`config.mk`:
```
export PLATFORM = sky130hd
export DESIGN_NAME = script_token_lexer
export DESIGN_NICKNAME = d
export VERILOG_FILES = /design/src/hw/rtl/stl_pkg.sv /design/src/hw/rtl/stl_front.sv /design/src/hw/rtl/stl_queue.sv /design/src/hw/rtl/stl_back.sv /design/src/hw/rtl/script_token_lexer.sv
export VERILOG_INCLUDE_DIRS = /design/src /design/src/hw/rtl
export SDC_FILE = /design/constraint.sdc
export NUM_CORES = 1
export LEC_CHECK = 0
export CAP_MARGIN = 20
export CORE_ASPECT_RATIO = 1.4
export CORE_MARGIN = 4
export CORE_UTILIZATION = 40
export CTS_CLUSTER_DIAMETER = 80
export CTS_CLUSTER_SIZE = 20
export DETAILED_ROUTE_END_ITERATION = 10
export DONT_BUFFER_PORTS = 1
export GPL_ROUTABILITY_DRIVEN = 0
export HOLD_SLACK_MARGIN = 0.05
export SYNTH_ARGS = -nofsm -noshare
export SYNTH_HDL_FRONTEND = slang
export SYNTH_SLANG_ARGS = --single-unit
```
`constraint.sdc`:
```
create_clock -name i_clk -period 6.3 [get_ports i_clk]
set_input_delay 1.26 -clock i_clk [delete_from_list [all_inputs] [get_ports i_clk]]
set_output_delay 1.26 -clock i_clk [all_outputs]
set_load 0.02 [all_outputs]
```
`src/hw/rtl/script_token_lexer_macros.svh`:
```
// Assertion macros for the script token lexer.
// Included by files that hold concurrent checks; depends on nothing else.
`ifndef SCRIPT_TOKEN_LEXER_MACROS_SVH
`define SCRIPT_TOKEN_LEXER_MACROS_SVH

`ifndef ASSERT_OFF

// Checks that the consequent holds in the same cycle as the antecedent.
`define STL_ASSERT_IMPLIES(label, clk, rst_n, ante, cons) \
    label: assert property (@(posedge clk) disable iff (!(rst_n)) (ante) |-> (cons)) \
        else $error("lexer check failed");

// Checks that the consequent holds in the cycle after the antecedent.
`define STL_ASSERT_NEXT(label, clk, rst_n, ante, cons) \
    label: assert property (@(posedge clk) disable iff (!(rst_n)) (ante) |=> (cons)) \
        else $error("lexer check failed");

`else

`define STL_ASSERT_IMPLIES(label, clk, rst_n, ante, cons)
`define STL_ASSERT_NEXT(label, clk, rst_n, ante, cons)

`endif

`endif

```
`src/hw/rtl/stl_pkg.sv`:
```
// Shared types, character codes and helper functions for the script token lexer.
// Depends on nothing; every other RTL module file refers to it by scoped names.
`timescale 1ns / 1ps
`default_nettype none

package stl_pkg;

    // Counter widths of the line and column fields.
    localparam int LINE_BITS   = 20;
    localparam int COLUMN_BITS = 16;

    // Depth of the queue between the front and back parts.
    localparam int QDEPTH    = 4;
    localparam int QPTR_BITS = $clog2(QDEPTH);
    localparam int QCNT_BITS = $clog2(QDEPTH + 1);

    // Result kinds.
    localparam logic [1:0] KIND_BYTE = 2'd0;
    localparam logic [1:0] KIND_END  = 2'd1;
    localparam logic [1:0] KIND_MARK = 2'd2;

    // Character codes the lexer recognizes.
    localparam logic [7:0] CH_TAB    = 8'h09;
    localparam logic [7:0] CH_LF     = 8'h0A;
    localparam logic [7:0] CH_CR     = 8'h0D;
    localparam logic [7:0] CH_SPACE  = 8'h20;
    localparam logic [7:0] CH_QUOTE  = 8'h22;
    localparam logic [7:0] CH_HASH   = 8'h23;
    localparam logic [7:0] CH_LT     = 8'h3C;
    localparam logic [7:0] CH_EQ     = 8'h3D;
    localparam logic [7:0] CH_GT     = 8'h3E;
    localparam logic [7:0] CH_LBRACE = 8'h7B;
    localparam logic [7:0] CH_RBRACE = 8'h7D;
    localparam logic [7:0] CH_EOF    = 8'hFF;

    // One input word.
    typedef struct packed {
        logic [7:0] text_byte;
        logic       end_of_input;
    } t_in_word;

    // One result word.
    typedef struct packed {
        logic [1:0]             kind;
        logic [7:0]             char_value;
        logic                   quoted;
        logic [LINE_BITS-1:0]   line_number;
        logic [COLUMN_BITS-1:0] column_number;
        logic                   last;
    } t_out_word;

    // Everything one input word causes: one or two results.
    typedef struct packed {
        logic      two;
        t_out_word first;
        t_out_word second;
    } t_entry;

    // Queue status seen by both sides.
    typedef struct packed {
        logic full;
        logic empty;
    } t_q_status;

    function automatic logic is_blank(input logic [7:0] b);
        return (b == CH_TAB) || (b == CH_SPACE) || (b == CH_LF) || (b == CH_CR);
    endfunction

    function automatic logic is_marker(input logic [7:0] b);
        return (b == CH_EQ) || (b == CH_LT) || (b == CH_GT) ||
               (b == CH_LBRACE) || (b == CH_RBRACE);
    endfunction

    function automatic logic is_line_end(input logic [7:0] b);
        return (b == CH_LF) || (b == CH_CR) || (b == CH_EOF);
    endfunction

    function automatic logic is_delimiter(input logic [7:0] b);
        return is_blank(b) || is_marker(b) || (b == CH_HASH) ||
               (b == CH_QUOTE) || (b == CH_EOF);
    endfunction

endpackage

`default_nettype wire

```
`src/hw/rtl/stl_front.sv`:
```
// Front part of the lexer: accepts text words, runs the mode machine and
// counters, and pushes the results of each word into the queue. Uses stl_pkg.
`timescale 1ns / 1ps
`default_nettype none

module stl_front (
    input  wire logic               i_clk,
    input  wire logic               i_rst_n,
    input  wire logic               i_valid,
    input  wire stl_pkg::t_in_word  i_word,
    input  wire stl_pkg::t_q_status i_q_status,
    output logic                    o_stall,
    output logic                    o_push,
    output stl_pkg::t_entry         o_entry
);

    typedef enum logic [1:0] {
        MODE_IDLE,
        MODE_QUOTED,
        MODE_UNQUOTED,
        MODE_COMMENT
    } t_mode;

    // Outcome of handling one byte from the idle mode.
    typedef struct packed {
        logic                            emit;
        logic [1:0]                      kind;
        t_mode                           mode;
        logic [stl_pkg::LINE_BITS-1:0]   line;
        logic [stl_pkg::COLUMN_BITS-1:0] col;
    } t_idle_res;

    t_mode                           r_mode, n_mode;
    logic [stl_pkg::LINE_BITS-1:0]   r_line, n_line;
    logic [stl_pkg::COLUMN_BITS-1:0] r_col, n_col;
    logic                            accept;
    logic                            have0, have1;
    stl_pkg::t_out_word              w0, w1;
    t_idle_res                       idl;
    logic [7:0]                      b;

    function automatic logic [stl_pkg::LINE_BITS-1:0] line_inc(
        input logic [stl_pkg::LINE_BITS-1:0] v
    );
        return (v == '1) ? v : v + stl_pkg::LINE_BITS'(1);
    endfunction

    function automatic logic [stl_pkg::COLUMN_BITS-1:0] col_inc(
        input logic [stl_pkg::COLUMN_BITS-1:0] v
    );
        return (v == '1) ? v : v + stl_pkg::COLUMN_BITS'(1);
    endfunction

    function automatic t_idle_res idle_step(
        input logic [7:0]                      ch,
        input logic [stl_pkg::LINE_BITS-1:0]   line,
        input logic [stl_pkg::COLUMN_BITS-1:0] col
    );
        t_idle_res res;
        res.emit = 1'b0;
        res.kind = stl_pkg::KIND_BYTE;
        res.mode = MODE_IDLE;
        res.line = line;
        res.col  = col_inc(col);
        if (ch == stl_pkg::CH_QUOTE) begin
            res.emit = 1'b1;
            res.mode = MODE_QUOTED;
        end else if (ch == stl_pkg::CH_HASH) begin
            res.mode = MODE_COMMENT;
        end else if (stl_pkg::is_marker(ch)) begin
            res.emit = 1'b1;
            res.kind = stl_pkg::KIND_MARK;
        end else if (stl_pkg::is_blank(ch)) begin
            if (ch == stl_pkg::CH_LF) begin
                res.line = line_inc(line);
                res.col  = '0;
            end
        end else begin
            res.emit = 1'b1;
            res.mode = MODE_UNQUOTED;
        end
        return res;
    endfunction

    assign b       = i_word.text_byte;
    assign o_stall = i_q_status.full;
    assign accept  = i_valid && !i_q_status.full;

    // Mode machine and counters for one byte; up to two results.
    always_comb begin
        n_mode = r_mode;
        n_line = r_line;
        n_col  = r_col;
        have0  = 1'b0;
        have1  = 1'b0;
        idl    = idle_step(b, r_line, r_col);
        w0     = '{kind: stl_pkg::KIND_END, char_value: 8'h00, quoted: 1'b0,
                   line_number: r_line, column_number: r_col, last: 1'b0};
        w1     = '{kind: idl.kind, char_value: b, quoted: 1'b0,
                   line_number: idl.line, column_number: idl.col, last: 1'b1};
        if (i_word.end_of_input) begin
            // Flush a pending token, then clear everything.
            if ((r_mode == MODE_QUOTED) || (r_mode == MODE_UNQUOTED)) begin
                have0     = 1'b1;
                w0.quoted = (r_mode == MODE_QUOTED);
            end
            n_mode = MODE_IDLE;
            n_line = '0;
            n_col  = '0;
        end else begin
            unique case (r_mode)
                MODE_QUOTED: begin
                    if (b == stl_pkg::CH_QUOTE) begin
                        // Closing quote belongs to the token, then the token ends.
                        n_col            = col_inc(r_col);
                        n_mode           = MODE_IDLE;
                        have0            = 1'b1;
                        have1            = 1'b1;
                        w0.kind          = stl_pkg::KIND_BYTE;
                        w0.char_value    = b;
                        w0.column_number = n_col;
                        w1.kind          = stl_pkg::KIND_END;
                        w1.char_value    = 8'h00;
                        w1.quoted        = 1'b1;
                        w1.line_number   = r_line;
                        w1.column_number = n_col;
                    end else if (stl_pkg::is_line_end(b)) begin
                        // Token ends here and the byte is handled again from idle.
                        have0     = 1'b1;
                        w0.quoted = 1'b1;
                        have1     = idl.emit;
                        n_mode    = idl.mode;
                        n_line    = idl.line;
                        n_col     = idl.col;
                    end else begin
                        n_col            = col_inc(r_col);
                        have0            = 1'b1;
                        w0.kind          = stl_pkg::KIND_BYTE;
                        w0.char_value    = b;
                        w0.column_number = n_col;
                    end
                end
                MODE_UNQUOTED: begin
                    if (stl_pkg::is_delimiter(b)) begin
                        have0  = 1'b1;
                        have1  = idl.emit;
                        n_mode = idl.mode;
                        n_line = idl.line;
                        n_col  = idl.col;
                    end else begin
                        n_col            = col_inc(r_col);
                        have0            = 1'b1;
                        w0.kind          = stl_pkg::KIND_BYTE;
                        w0.char_value    = b;
                        w0.column_number = n_col;
                    end
                end
                MODE_COMMENT: begin
                    if (stl_pkg::is_line_end(b)) begin
                        n_mode = MODE_IDLE;
                    end
                    if (b == stl_pkg::CH_LF) begin
                        n_line = line_inc(r_line);
                        n_col  = '0;
                    end else begin
                        n_col = col_inc(r_col);
                    end
                end
                MODE_IDLE: begin
                    have0  = idl.emit;
                    w0     = w1;
                    n_mode = idl.mode;
                    n_line = idl.line;
                    n_col  = idl.col;
                end
                default: begin
                    n_mode = MODE_IDLE;
                end
            endcase
        end
        w0.last = !have1;
        w1.last = 1'b1;
    end

    assign o_push         = accept && have0;
    assign o_entry.two    = have1;
    assign o_entry.first  = w0;
    assign o_entry.second = w1;

    // Lexer state advances on every accepted word.
    always_ff @(posedge i_clk) begin
        if (!i_rst_n) begin
            r_mode <= MODE_IDLE;
            r_line <= '0;
            r_col  <= '0;
        end else if (accept) begin
            r_mode <= n_mode;
            r_line <= n_line;
            r_col  <= n_col;
        end
    end

endmodule

`default_nettype wire

```
`src/hw/rtl/stl_queue.sv`:
```
// Short queue of result entries between the front and back parts of the lexer.
// Uses stl_pkg for the entry type and depth.
`timescale 1ns / 1ps
`default_nettype none

module stl_queue (
    input  wire logic               i_clk,
    input  wire logic               i_rst_n,
    input  wire logic               i_push,
    input  wire stl_pkg::t_entry    i_entry,
    input  wire logic               i_pop,
    output stl_pkg::t_q_status      o_status,
    output stl_pkg::t_entry         o_head
);

    stl_pkg::t_entry                r_mem [stl_pkg::QDEPTH];
    logic [stl_pkg::QPTR_BITS-1:0]  r_wp, r_rp;
    logic [stl_pkg::QCNT_BITS-1:0]  r_cnt;

    function automatic logic [stl_pkg::QPTR_BITS-1:0] ptr_next(
        input logic [stl_pkg::QPTR_BITS-1:0] p
    );
        return (p == stl_pkg::QPTR_BITS'(stl_pkg::QDEPTH - 1)) ?
               '0 : p + stl_pkg::QPTR_BITS'(1);
    endfunction

    assign o_status.full  = (r_cnt == stl_pkg::QCNT_BITS'(stl_pkg::QDEPTH));
    assign o_status.empty = (r_cnt == '0);
    assign o_head         = r_mem[r_rp];

    // Entry storage; written only at the tail.
    always_ff @(posedge i_clk) begin
        if (i_push) begin
            r_mem[r_wp] <= i_entry;
        end
    end

    // Pointers and fill count.
    always_ff @(posedge i_clk) begin
        if (!i_rst_n) begin
            r_wp  <= '0;
            r_rp  <= '0;
            r_cnt <= '0;
        end else begin
            if (i_push) begin
                r_wp <= ptr_next(r_wp);
            end
            if (i_pop) begin
                r_rp <= ptr_next(r_rp);
            end
            if (i_push && !i_pop) begin
                r_cnt <= r_cnt + stl_pkg::QCNT_BITS'(1);
            end else if (i_pop && !i_push) begin
                r_cnt <= r_cnt - stl_pkg::QCNT_BITS'(1);
            end
        end
    end

endmodule

`default_nettype wire

```
`src/hw/rtl/stl_back.sv`:
```
// Back part of the lexer: drains queue entries and delivers their results one
// word a cycle, unless stalled, through an output register. Uses stl_pkg.
`timescale 1ns / 1ps
`default_nettype none

module stl_back (
    input  wire logic               i_clk,
    input  wire logic               i_rst_n,
    input  wire stl_pkg::t_q_status i_q_status,
    input  wire stl_pkg::t_entry    i_head,
    input  wire logic               i_stall,
    output logic                    o_pop,
    output logic                    o_valid,
    output stl_pkg::t_out_word      o_word
);

    logic               r_valid;
    logic               r_sel;
    stl_pkg::t_out_word r_word;
    logic               load;
    logic               entry_done;
    stl_pkg::t_out_word cur;

    // Pick the next result of the head entry.
    assign cur        = r_sel ? i_head.second : i_head.first;
    assign entry_done = r_sel || !i_head.two;
    assign load       = !i_q_status.empty && (!r_valid || !i_stall);
    assign o_pop      = load && entry_done;
    assign o_valid    = r_valid;
    assign o_word     = r_word;

    // Output register valid and the result selector.
    always_ff @(posedge i_clk) begin
        if (!i_rst_n) begin
            r_valid <= 1'b0;
            r_sel   <= 1'b0;
        end else if (load) begin
            r_valid <= 1'b1;
            r_sel   <= !entry_done;
        end else if (!i_stall) begin
            r_valid <= 1'b0;
        end
    end

    // Output payload.
    always_ff @(posedge i_clk) begin
        if (load) begin
            r_word <= cur;
        end
    end

endmodule

`default_nettype wire

```
`src/hw/rtl/script_token_lexer.sv`:
```
// Top level of the script token lexer: front, queue and back parts with checks.
// Uses stl_pkg, stl_front, stl_queue, stl_back and script_token_lexer_macros.svh.
//
//   Channel   Direction  Handshake           Payload
//   input     in         i_valid / o_stall   i_word (text_byte, end_of_input)
//   result    out        o_valid / i_stall   o_word (kind .. last)
//
// The front takes one text word per cycle while the queue has room.
// A word causes zero, one or two results; the back delivers one result a cycle
// unless stalled, so the two results of a word leave the output register in turn.
// An accepted word's first result passes through the queue storage, then the output register.
// Reset clears the mode, counters, queue and output valid; no clearing pass.
// Either side may stall on its own; the four-entry queue absorbs the difference.
`timescale 1ns / 1ps
`default_nettype none
`include "script_token_lexer_macros.svh"

module script_token_lexer (
    input  wire logic               i_clk,
    input  wire logic               i_rst_n,
    input  wire logic               i_valid,
    input  wire stl_pkg::t_in_word  i_word,
    output logic                    o_stall,
    output logic                    o_valid,
    output stl_pkg::t_out_word      o_word,
    input  wire logic               i_stall
);

    logic               push;
    logic               pop;
    stl_pkg::t_entry    push_entry;
    stl_pkg::t_entry    head;
    stl_pkg::t_q_status q_status;

    // Front part: mode machine and counters.
    stl_front u_front (
        .i_clk      (i_clk),
        .i_rst_n    (i_rst_n),
        .i_valid    (i_valid),
        .i_word     (i_word),
        .i_q_status (q_status),
        .o_stall    (o_stall),
        .o_push     (push),
        .o_entry    (push_entry)
    );

    // Queue between the two parts.
    stl_queue u_queue (
        .i_clk    (i_clk),
        .i_rst_n  (i_rst_n),
        .i_push   (push),
        .i_entry  (push_entry),
        .i_pop    (pop),
        .o_status (q_status),
        .o_head   (head)
    );

    // Back part: result delivery.
    stl_back u_back (
        .i_clk      (i_clk),
        .i_rst_n    (i_rst_n),
        .i_q_status (q_status),
        .i_head     (head),
        .i_stall    (i_stall),
        .o_pop      (pop),
        .o_valid    (o_valid),
        .o_word     (o_word)
    );

    // The queue is never pushed while full nor popped while empty.
    `STL_ASSERT_IMPLIES(a_no_overflow, i_clk, i_rst_n, q_status.full, !push)
    `STL_ASSERT_IMPLIES(a_no_underflow, i_clk, i_rst_n, q_status.empty, !pop)
    // Only a token end is quoted, and every other result is a byte or a marker.
    `STL_ASSERT_IMPLIES(a_end_fields, i_clk, i_rst_n,
        o_valid && (o_word.kind != stl_pkg::KIND_END),
        !o_word.quoted && ((o_word.kind == stl_pkg::KIND_BYTE) ||
        (o_word.kind == stl_pkg::KIND_MARK)))
    // A two-result entry is pushed with its first result not marked last.
    `STL_ASSERT_IMPLIES(a_entry_last, i_clk, i_rst_n, push,
        (push_entry.first.last == !push_entry.two) && push_entry.second.last)

endmodule

`default_nettype wire
```
==> flow_results.org, run 1 <==
** Status
- The flow ran to the end, and the final reports show no timing, DRC or antenna violations.

** Timing
- Post-layout min period :: 3780 ps
- Derived from the worst setup path, the maximum achievable clock frequency is 265 MHz.
- Headroom to the max-slew limit :: 0.316
- Dividing the final minimum period by the clock period gives 0.600.
- For the final routed database, the setup TNS stands at 0 ps.
- Setup repair after global routing missed its margin :: no
- Number of hold violations in the final report :: 0
- At the pin with the least slew margin, the transition time is 1030 ps.
- Max-slew violation total from the final report :: 0
- Setup violations remaining at the end of the flow were counted as 0.
- On the final layout, the worst clock skew is 10.9 ps.

** Cells and area
- Excluding fillers, the count of instances in the completed layout stands at 1976.
- The net count of the finished layout is 1340.
- Share of layout cells above drive strength 1 :: 0.137
- Number of diodes added for antenna fixing :: 0
- The sequential cells in the finished layout cover a total of 13800 um2.
- Relative to the synthesized area, the layout overhead comes to 7.36%.
- Fill cell total of the finished layout :: 4390
- The multi-input combinational cells in the finished layout cover a total of 5990 um2.

** Synthesis
- XOR/XNOR share of the synthesized area :: 0.0143
- Each instance of the synthesized netlist takes up on average 15.1 um2.
- Of the total synthesized cell area, the portion taken by AND, OR, NAND and NOR gates is 0.0950.
- The number of nets in the synthesized netlist is 1370.
- Largest area contributor in the netlist :: sky130_fd_sc_hd__edfxtp_1
- Number of different library cells in the post-synthesis netlist :: 77
- Of the total synthesized cell area, the portion taken by full adders, half adders and majority gates is 0.00902.
- For this run, the register share of the synthesized area comes to 0.683.
- The cell count after synthesis came out at 1343.
- By area the synthesized netlist is led by sky130_fd_sc_hd__edfxtp_1 63%, sky130_fd_sc_hd__mux4_2 11%, sky130_fd_sc_hd__dfxtp_1 4.8%.
- Most used DFF post-synth :: sky130_fd_sc_hd__edfxtp_1
- Of the post-synthesis cell area, the part taken by muxes is 0.110.
- Library cell with the highest instance count after synthesis :: sky130_fd_sc_hd__edfxtp_1
- Post-synth ARST share :: 0
- Combined area of all synthesized cells :: 20200 um2
- Counting flops and latches in the post-synthesis netlist gives 477.
- Warnings, synthesis :: 0
- Commonest cells in the netlist :: 428 x sky130_fd_sc_hd__edfxtp_1, 191 x sky130_fd_sc_hd__nand2_1, 95 x sky130_fd_sc_hd__mux4_2, 80 x sky130_fd_sc_hd__nor2_1, 57 x sky130_fd_sc_hd__clkbuf_1
- The complex-gate fraction of the synthesized area came to 0.0657.
- Share of the synthesized area in the top cell type :: 0.635
- Number of enable-type register cells in the synthesized netlist :: 428
- Combinational family with the most area after synthesis :: multiplexers

** Placement
- In this run the tool buffered the top-level ports with 0 buffer cells.
- Post-detail-place hpwl :: 28000 um
- Cell Count Post-Placement :: 1927

** Worst setup path
- The critical path goes through or3_4 -> or3_1 -> and2_0 -> o21ai_0 -> o2bb2ai_1.
- The worst setup path is captured at a flop.
- Crit path buf inv count :: 0
- Along the worst path, the maximum fanout reaches 15.
- Type of the setup path with the least slack :: primary input to flop
- STA classifies the critical path startpoint as a primary input.
- CP delay by family, top :: simple AND/OR/NAND/NOR gates
- Arrival time of data at the critical path endpoint :: 4040 ps
- At the worst endpoint, the required time is 6560 ps.
- In this design, the stage delay of the slowest critical-path cell is 860 ps.
- Critical-path top delay cell :: sky130_fd_sc_hd__o21ai_0

** Routing
- In the final routed layout, each cell accounts on average for 22.8 um.
- Post-detailed-route count of antenna-violating nets :: 0
- Total DRC errors in the routed layout :: 0
- Via density per instance :: 5.65
- The detailed router placed 11168 vias in this run.
- The detailed router finished its first iteration with 1092 violations.
- For this block, the routed nets add up to 45000 um of wire.
- The first TritonRoute pass finished after 6 iterations.

** Flow run
- Max-cap violations in this run came to 0.

** Clocking
- Count of H-tree levels built during CTS :: 1
- Number of clock sinks seen by CTS :: 477
- Total CTS buffers :: 27
- Buffers added to address setup during post-CTS repair amount to 0.
- In this run the clock root is driven by a sky130_fd_sc_hd__clkbuf_16.
- Clock transition time at the flip-flop clock pins of the worst setup and hold paths :: 90 ps
- Hold buffer count at CTS :: 0
- The clock passes through at most 3 buffers.
- TritonCTS built the clock tree.
- The later pin in the worst-skew pair is clocked with a latency of 570 ps.
- PostCTS Resize Cnt :: 0

** Pwr
- In this run the power density over the cells is 346 nW/um2.
- The completed layout was analyzed and its total power is 7520 uW.
- Pleak :: 0.00692 uW
- IR analysis of the VDD net gives a maximum drop of 0.260 mV.

** Floorplanning
- Pin placement for this block handled 63 I/O pins.
- Horizontal extent of the die :: 198 um
- From bottom edge to top edge, the die measures 274 um.
- Initial core utilization :: 0.404
- The die covers 54300 um2.
- In this run the core area contains 97 standard-cell rows.
- The core region is 50100 um2.

** Global routing
- GRT Resource Usage Total :: 0.165
- Met1 GRT Util :: 0.199
- Busiest layer in global routing :: met2
- The total overflow left after global routing is 0.
- The first global-routing pass estimated 69600 um of wire.
- Pin count of the biggest net entering global routing :: 64
- The number of global-route vias before repair was 11731.
- GR Util met3 :: 0.0267
- Grt met2 use :: 0.305
- Number of antenna violations at the first check in global routing :: 0

** Worst hold path
- The worst hold path belongs to the class flop to flop.
## area by class of cell
class	count	share of cell area
sequential	477	0.637
multi-input combinational	754	0.276
tap	643	0.0370
clock buffer	49	0.0355
timing repair buffer	23	0.00979
inverter	30	0.00518
## where the power goes
group | internal [uW] | switching, uW
sequential | 3900 | 387
clock | 829 | 964
combinational | 584 | 856
## layout by cell type, fill, tap and decap left out, drive strengths merged, types with 22 or more instances in the layout
cell	synthesis	layout
edfxtp	428	428
nand2	191	191
mux4	95	95
nor2	80	80
dfxtp	49	49
clkbuf	58	49
a21oi	44	44
o21ai	35	35
inv	30	30
nand3	25	25
buf	24	23
and2	22	22
## metrics by stage
stage / utilization / hold slack (ps) / area, um2 / setup WS, ps
floorplan: - / 459 / 20200 / 1070
global placement: 0.417 / 478 / 20900 / 2070
detailed placement: 0.418 / 489 / 21000 / 1960
CTS: 0.434 / 503 / 21700 / 2580
global route: 0.434 / 530 / 21700 / 2390
finish: 0.434 / 502 / 21700 / 2520
## worst paths after layout
| check | slack, ps | cells after the start | endpoint | from |
|---|---|---|---|---|
| max | 2520 | 5 | u_queue.r_mem[3][62]$_DFFE_PP_ | i_word[5] |
| max reg2reg | 3040 | 7 | u_queue.r_mem[3][15]$_DFFE_PP_ | u_front.r_mode[0]$_SDFFE_PN0P_ |
| min | 500 | 2 | u_front.r_col[4]$_SDFFE_PN0P_ | u_front.r_col[4]$_SDFFE_PN0P_ |
| min reg2reg | 500 | 2 | u_front.r_col[4]$_SDFFE_PN0P_ | u_front.r_col[4]$_SDFFE_PN0P_ |
## kinds of logic (layout without fill, tap and decap cells)
| logic type | count (synthesis) | in the layout |
|---|---|---|
| AO/OA/AOI/OAI | 189 | 189 |
| XOR/XNOR | 33 | 33 |
| adder cells (fa/ha/maj) | 14 | 14 |
| buffers and inverters | 112 | 102 |
| flip-flops | 477 | 477 |
| multiplexers | 104 | 104 |
| AND/OR/NAND/NOR | 414 | 414 |
## worst min-delay path: stages (launching register included)
cell and delay [ps]:
sky130_fd_sc_hd__dfxtp_1 340, sky130_fd_sc_hd__nand2_1 60, sky130_fd_sc_hd__a21oi_1 50
## flip-flops by register name (all words and copies together), names as in the netlist, named ones only
register,count
u_queue.r_mem,380
u_back.o_word,48
u_front.r_line,20
u_front.r_col,16
u_queue.r_cnt,3
u_front.r_mode,2
u_queue.r_rp,2
u_queue.r_wp,2
u_back.o_valid,1
u_back.r_sel,1
## metal layers
metal  share of wire  up-vias
li1                -     5087
met1            0.39     5696
met2            0.54      308
met3           0.047       77
met4           0.026        0
met5               0        -
(Power assumes the default switching activity.)
==> inputs of run 2 (changes only) <==
- clock period: 6.3 -> 3.65 ns (I/O delays scaled with it)
==> run 2 against run 1 <==
  * Critical endpoint is now u_queue.r_cnt[2]$_SDFFE_PN0P_
  * Count of clock-buffer cells in the layout down 1
  * Clock power up 73%
  * Critical path depth up 6
==> flow_results.org, run 2 (synthesized netlist as in run 1, its figures left out) <==
** Floorplanning
- In this run the count of I/O pins placed on the die edge is 63.
- The initial utilization of the core area, before any placement, comes to 0.404.
- The die is 198 um wide.
- The floorplan step defined a core boundary enclosing 50100 um2.
- Measured along the y axis, the die boundary spans 274 um.
- Die area :: 54300 um2
- The initialized floorplan defines 97 standard-cell rows.

** Global routing
- Via count of the first global-routing pass :: 11877
- Number of antenna violations at the first check in global routing :: 0
- Wire length of the first global-routing pass :: 69500 um
- Remaining Overflow, GRT :: 0
- Pin count of the biggest net entering global routing :: 95
- In the global route stage, overall resource usage came out at 0.164.

** Worst setup path
- Crit path buf inv count :: 2
- The worst setup path is captured at a flop.
- Critical path data required time :: 4170 ps
- Number of gates on the worst path with buffers counted :: 11
- Max incr delay on CP :: 370 ps
- Arrival time of data at the critical path endpoint :: 3470 ps
- Among all stages on the critical path, the largest delay is contributed by sky130_fd_sc_hd__o211a_1.
- The worst register-to-register path has a depth of 11.
- In this run the worst path has a maximum fanout of 7.
- Kind of start point of the critical path :: flop
- Type of the setup path with the least slack :: flop to flop
- Grouping stages by cell kind, the critical path spends the most delay in adder cells.
- Walking the worst path, the cells encountered are inv_1 -> ha_1 -> nand2_1 -> nor2_1 -> o211a_1 -> ha_1 -> inv_1 -> fa_1 -> xor2_1 -> or3_1 -> a21oi_1.

** Clocking
- Hold buffer count at CTS :: 0
- For the worst-skew pair, the clock arrives at the later sink with an insertion delay of 590 ps.
- Total CTS buffers :: 27
- Counting every sink on the clock net gives 477.
- Count of H-tree levels built during CTS :: 1
- Total setup buffers inserted after CTS :: 0
- The longest clock path from root to sink contains 3 buffers.
- Root Buffer :: sky130_fd_sc_hd__clkbuf_16
- Clock-pin slew was measured on the worst setup and hold paths at 90 ps.
- PostCTS Resize Cnt :: 0
- Clock tree from TritonCTS :: done

** Timing
- Of the available clock period, the critical path in the final layout requires 0.809.
- At the pin with the least slew margin, the transition time is 908 ps.
- Setup repair after global routing missed its margin :: no
- Max-slew violation total from the final report :: 0
- Post-layout min period :: 2950 ps
- Upper clock frequency limit :: 339 MHz
- In the final timing run, aggregate negative setup slack is 0 ps.
- Number of hold violations in the final report :: 0
- Headroom to the max-slew limit :: 0.394
- Setup Skew :: 26.5 ps
- Setup violations remaining at the end of the flow were counted as 0.
- Final hold analysis gives a worst-case slack of 230 ps.

** Routing
- In the routed layout, each cell is associated on average with a via count of 5.68.
- Post-detailed-route count of antenna-violating nets :: 0
- Total DRC errors in the routed layout :: 0
- Via total after detailed routing :: 11252
- The first TritonRoute pass finished after 5 iterations.
- Total wirelength of the detailed-routed design :: 44700 um
- After detailed routing, the average wire length per cell comes to 22.6 um.
- After the first detailed-routing iteration, the DRC count stood at 715.

** Worst hold path
- The min-delay analysis places its worst path in the category primary input to flop.
- Worst Hold Path Cells :: 0

** Cells and area
- The filler cells instantiated in the layout total 4436.
- Of the cells placed in the final design, the portion with a size suffix greater than 1 is 0.139.
- Leaving out fill and tap cells, the most frequent cells in the layout are 428 x sky130_fd_sc_hd__edfxtp_1, 191 x sky130_fd_sc_hd__nand2_1, 95 x sky130_fd_sc_hd__mux4_2, 80 x sky130_fd_sc_hd__nor2_1, 46 x sky130_fd_sc_hd__dfxtp_1.
- In the final layout, the multi-input gates occupy 5980 um2.
- The area growth from synthesis to layout is 7.67%.
- The repair_antennas step left the layout with diodes totalling 0.
- The register with the most flip-flops in the final layout is u_queue.r_mem.
- FF/Latch Area :: 13800 um2
- Number of flip-flops under the largest register name :: 380
- Total Nets Final :: 1345
- Count of placed standard cells in the final layout, fillers left out :: 1982
- Leaving out fill and tap cells, the most frequent cell in the layout is sky130_fd_sc_hd__edfxtp_1.

** Status
- The flow ran to the end, and the final reports show no timing, DRC or antenna violations.

** Pwr
- For this design the static power due to leakage is 0.00696 uW.
- The worst-case IR drop observed on VDD is 0.448 mV.
- Dividing total power by cell area gives a power density of 596 nW/um2.

** Placement
- # port buffers :: 0
- The wire-length estimate of the detail-placed layout is 26000 um.
- Counting tap cells, the placed design contains a total of 1932 instances.

** Flow run
- Max-cap violations :: 0
run 2: metal layers:
layer | up-vias | GRT usage | routed length [um]
li1 | 5095 | - | -
met1 | 5798 | 0.199 | 17600
met2 | 290 | 0.304 | 24000
met3 | 69 | 0.0232 | 2050
met4 | 0 | 0.0475 | 1080
met5 | - | 0 | 0
run 2: worst paths after layout:
path,start,to,slack (ps)
setup / recovery,u_front.r_mode[1]$_SDFFE_PN0P_,u_queue.r_cnt[2]$_SDFFE_PN0P_,700
hold / removal,i_word[5],u_queue.r_mem[1][41]$_DFFE_PP_,230
setup reg to reg,u_front.r_mode[1]$_SDFFE_PN0P_,u_queue.r_cnt[2]$_SDFFE_PN0P_,700
hold reg to reg,u_front.r_col[5]$_SDFFE_PN0P_,u_front.r_col[5]$_SDFFE_PN0P_,500
run 2: power by group:
part / internal (uW) / switching (uW)
registers: 6730 / 573
logic: 1020 / 1570
clock network: 1410 / 1690
run 2: metrics by stage:
stage,util,setup WS (ps),instance area (um2),power [uW]
finish,0.435,696,21800,13000
global route,0.435,483,21800,13600
floorplan,-,44.8,20300,9240
CTS,0.435,697,21800,13200
global placement,0.420,454,21000,10100
detailed placement,0.420,431,21000,10100
run 2: cell type report:
cell class,instances,share of cell area
Timing Repair Buffer,28,0.0131
Clock inverter,2,0.000631
Multi-Input combinational cell,754,0.275
Sequential cell,477,0.635
Inverter,30,0.00517
Tap cell,643,0.0369
Clock buffer,48,0.0346
==> inputs of run 3 (changes only) <==
- clock period: 3.65 -> 3 ns (I/O delays scaled with it)
==> run 3 against run 2 <==
  * Combinational power up 22%
  * Cell count up 1.2%
  * Maximum frequency up 10%
  * Critical path type unchanged
  * Largest cell class unchanged
  * Final area up 0.88%
  * Die area unchanged
  * Sequential share of layout area down 0.56 points
  * Clock power up 20%
  * Sequential cell count unchanged
  * Non-clock buffer count up 22
  * Sequential power up 22%
==> flow_results.org, run 3 (synthesized netlist as in run 1, its figures left out) <==
** Placement
- In this run the cell area measured after placement is 21200 um2.
- # port buffers :: 0
- At the placement stage, the worst setup path has a slack of 130 ps.
- Post-detail-place hpwl :: 26500 um

** Clocking
- Root Buffer :: sky130_fd_sc_hd__clkbuf_16
- Clock tree from TritonCTS :: done
- After clock tree synthesis, the clock-pin slew on the worst setup and hold paths is 90 ps.
- Maximum buffer depth of the clock tree :: 3
- After clock tree synthesis, the flow added hold-fix buffers numbering 0.
- Worst skew pair latency :: 570 ps
- Total CTS buffers :: 27
- Once the clock tree was built, the setup fixing pass inserted 0 buffers.
- After clock tree synthesis, the repair step resized 0 gates.
- The tree built by TritonCTS fans out to 477 sinks.
- Count of H-tree levels built during CTS :: 1

** Worst setup path
- The number of buffers and inverters on the critical path is 0.
- Arrival time of data at the critical path endpoint :: 2990 ps
- The worst setup path is of the flop to flop kind.
- Crit. End Element :: flop
- Critical Path, Cell by Cell :: ha_1 -> nand3_1 -> or4_1 -> nor2_1 -> nand2_1 -> a21oi_1
- Worst Path Max Fanout :: 7
- STA puts the critical path data required time at 3300 ps.
- Max incr delay on CP :: 530 ps
- Kind of start point of the critical path :: flop
- CP delay by family, top :: simple AND/OR/NAND/NOR gates
- The largest individual stage delay along the critical path comes from the cell sky130_fd_sc_hd__or4_1.

** Timing
- The worst path needs 2690 ps of the cycle, external delays included.
- Setup repair after global routing left no endpoint under its margin.
- Dividing the final minimum period by the clock period gives 0.895.
- Number of hold violations in the final report :: 0
- In the post-route analysis, the smallest setup slack over all paths is 314 ps.
- For the pin with the worst max-slew slack, the measured transition is 957 ps.
- The max-slew violation total from the final report is 0.
- For the final database, setup skew stands at 12.9 ps.
- Summed over all failing endpoints, the final setup total negative slack is 0 ps.
- Upper clock frequency limit :: 372 MHz
- Headroom to the max-slew limit came out at 0.354.
- Setup violations remaining at the end of the flow were counted as 0.

** Pwr
- IR analysis of the VDD net gives a maximum drop of 0.509 mV.
- Pleak :: 0.00708 uW
- Overall power consumption after layout is estimated at 15800 uW.
- Dividing total power by cell area gives a power density of 718 nW/um2.

** Status
- The run finished with clean final reports.

** Floorplanning
- Core footprint :: 50100 um2
- The initial utilization of the core area, before any placement, comes to 0.404.
- Y dimension of the die :: 274 um
- The die is 198 um wide.
- Row generation in the floorplan step produced 97 rows.
- In this run the count of I/O pins placed on the die edge is 63.
- The die covers 54300 um2.

** Global routing
- Via count of the first global-routing pass :: 11867
- The first global-routing pass estimated 69000 um of wire.
- GRT Resource Usage Total :: 0.163
- Remaining Overflow, GRT :: 0
- The number of antenna violations at the first check in global routing came to 0.
- Entering global routing, the biggest net connects 95 pins.

** Cells and area
- The register with the most flip-flops in the final layout is u_queue.r_mem.
- Multi-input combinational cell area :: 5980 um2
- Top library cells by usage in the layout, fill and taps aside :: 428 x sky130_fd_sc_hd__edfxtp_1, 191 x sky130_fd_sc_hd__nand2_1, 95 x sky130_fd_sc_hd__mux4_2, 80 x sky130_fd_sc_hd__nor2_1, 46 x sky130_fd_sc_hd__dfxtp_1
- Once layout is done, the placed cells without fillers occupy 22000 um2.
- FF/Latch Area :: 13800 um2
- The register with the most flip-flops in the layout has 380 of them.
- Compared with the post-synthesis result, the final layout area differs by 8.62%.
- Most common cell after layout, fill and taps aside :: sky130_fd_sc_hd__edfxtp_1
- In the final layout, the share of cells above drive strength 1 is 0.153.
- Total Nets Final :: 1367
- Fill cells in the final layout number 4419.

** Routing
- In the routed design, unresolved DRC markers number 0.
- The routed design has 44400 um of wire.
- Via density per instance :: 5.64
- Via total after detailed routing :: 11302
- The detail route stage leaves a number of antenna-violating nets equal to 0.
- Iteration-0 DRC Markers :: 677
- The first TritonRoute pass finished after 5 iterations.
- Dividing the detail-routed wire length by the instance count gives 22.1 um.

** Flow run
- Max-cap violations in this run came to 0.

** Worst hold path
- The path class of the tightest hold or removal check is primary input to flop.
==> run 3: path summary, 6_finish.rpt <==
| check | from | endpoint | slack, ps | depth (start not counted) |
|---|---|---|---|---|
| setup / recovery | u_front.r_col[0]$_SDFFE_PN0P_ | u_queue.r_mem[2][1]$_DFFE_PP_ | 310 | 6 |
| hold / removal | i_word[8] | u_queue.r_mem[2][44]$_DFFE_PP_ | 120 | 0 |
| setup reg to reg | u_front.r_col[0]$_SDFFE_PN0P_ | u_queue.r_mem[2][1]$_DFFE_PP_ | 310 | 6 |
| hold reg to reg | u_front.r_col[5]$_SDFFE_PN0P_ | u_front.r_col[5]$_SDFFE_PN0P_ | 500 | 2 |
==> run 3: layout make-up <==
type / instances / share of cell area
well taps: 643 / 0.0366
flip-flops and latches: 477 / 0.630
inverters: 30 / 0.00512
repair buffers: 50 / 0.0216
clock inverters: 2 / 0.000626
clock buffers: 48 / 0.0343
diodes: 1 / 0.000114
multi-input cells: 754 / 0.272
==> run 3: worst reg2reg max path, cell delays in order (launching register included) <==
cell and delay, ps:
sky130_fd_sc_hd__dfxtp_1 450, sky130_fd_sc_hd__ha_1 300, sky130_fd_sc_hd__nand3_1 130, sky130_fd_sc_hd__or4_1 540
sky130_fd_sc_hd__nor2_1 400, sky130_fd_sc_hd__nand2_1 140, sky130_fd_sc_hd__a21oi_1 460
==> run 3: per-stage QoR <==
stage	instances	utilization	hold slack, ps
floorplan	1343	-	459
global placement	1954	0.423	482
detailed placement	1954	0.423	489
CTS	2004	0.439	87.6
global route	2004	0.439	86.4
finish	2005	0.439	118
==> run 3: metal layers <==
layer  vias up  GRT usage  routed length, um
li1       5145          -                  -
met1      5810      0.194              17100
met2       273      0.305              24200
met3        74     0.0248               2070
met4         0     0.0448               1050
met5         -          0                  0
==> run 3: power by group <==
group          internal (uW)  total (uW)  switching [uW]
logic                   1270        3160            1890
registers               8190        8890             703
clock network           1710        3730            2020
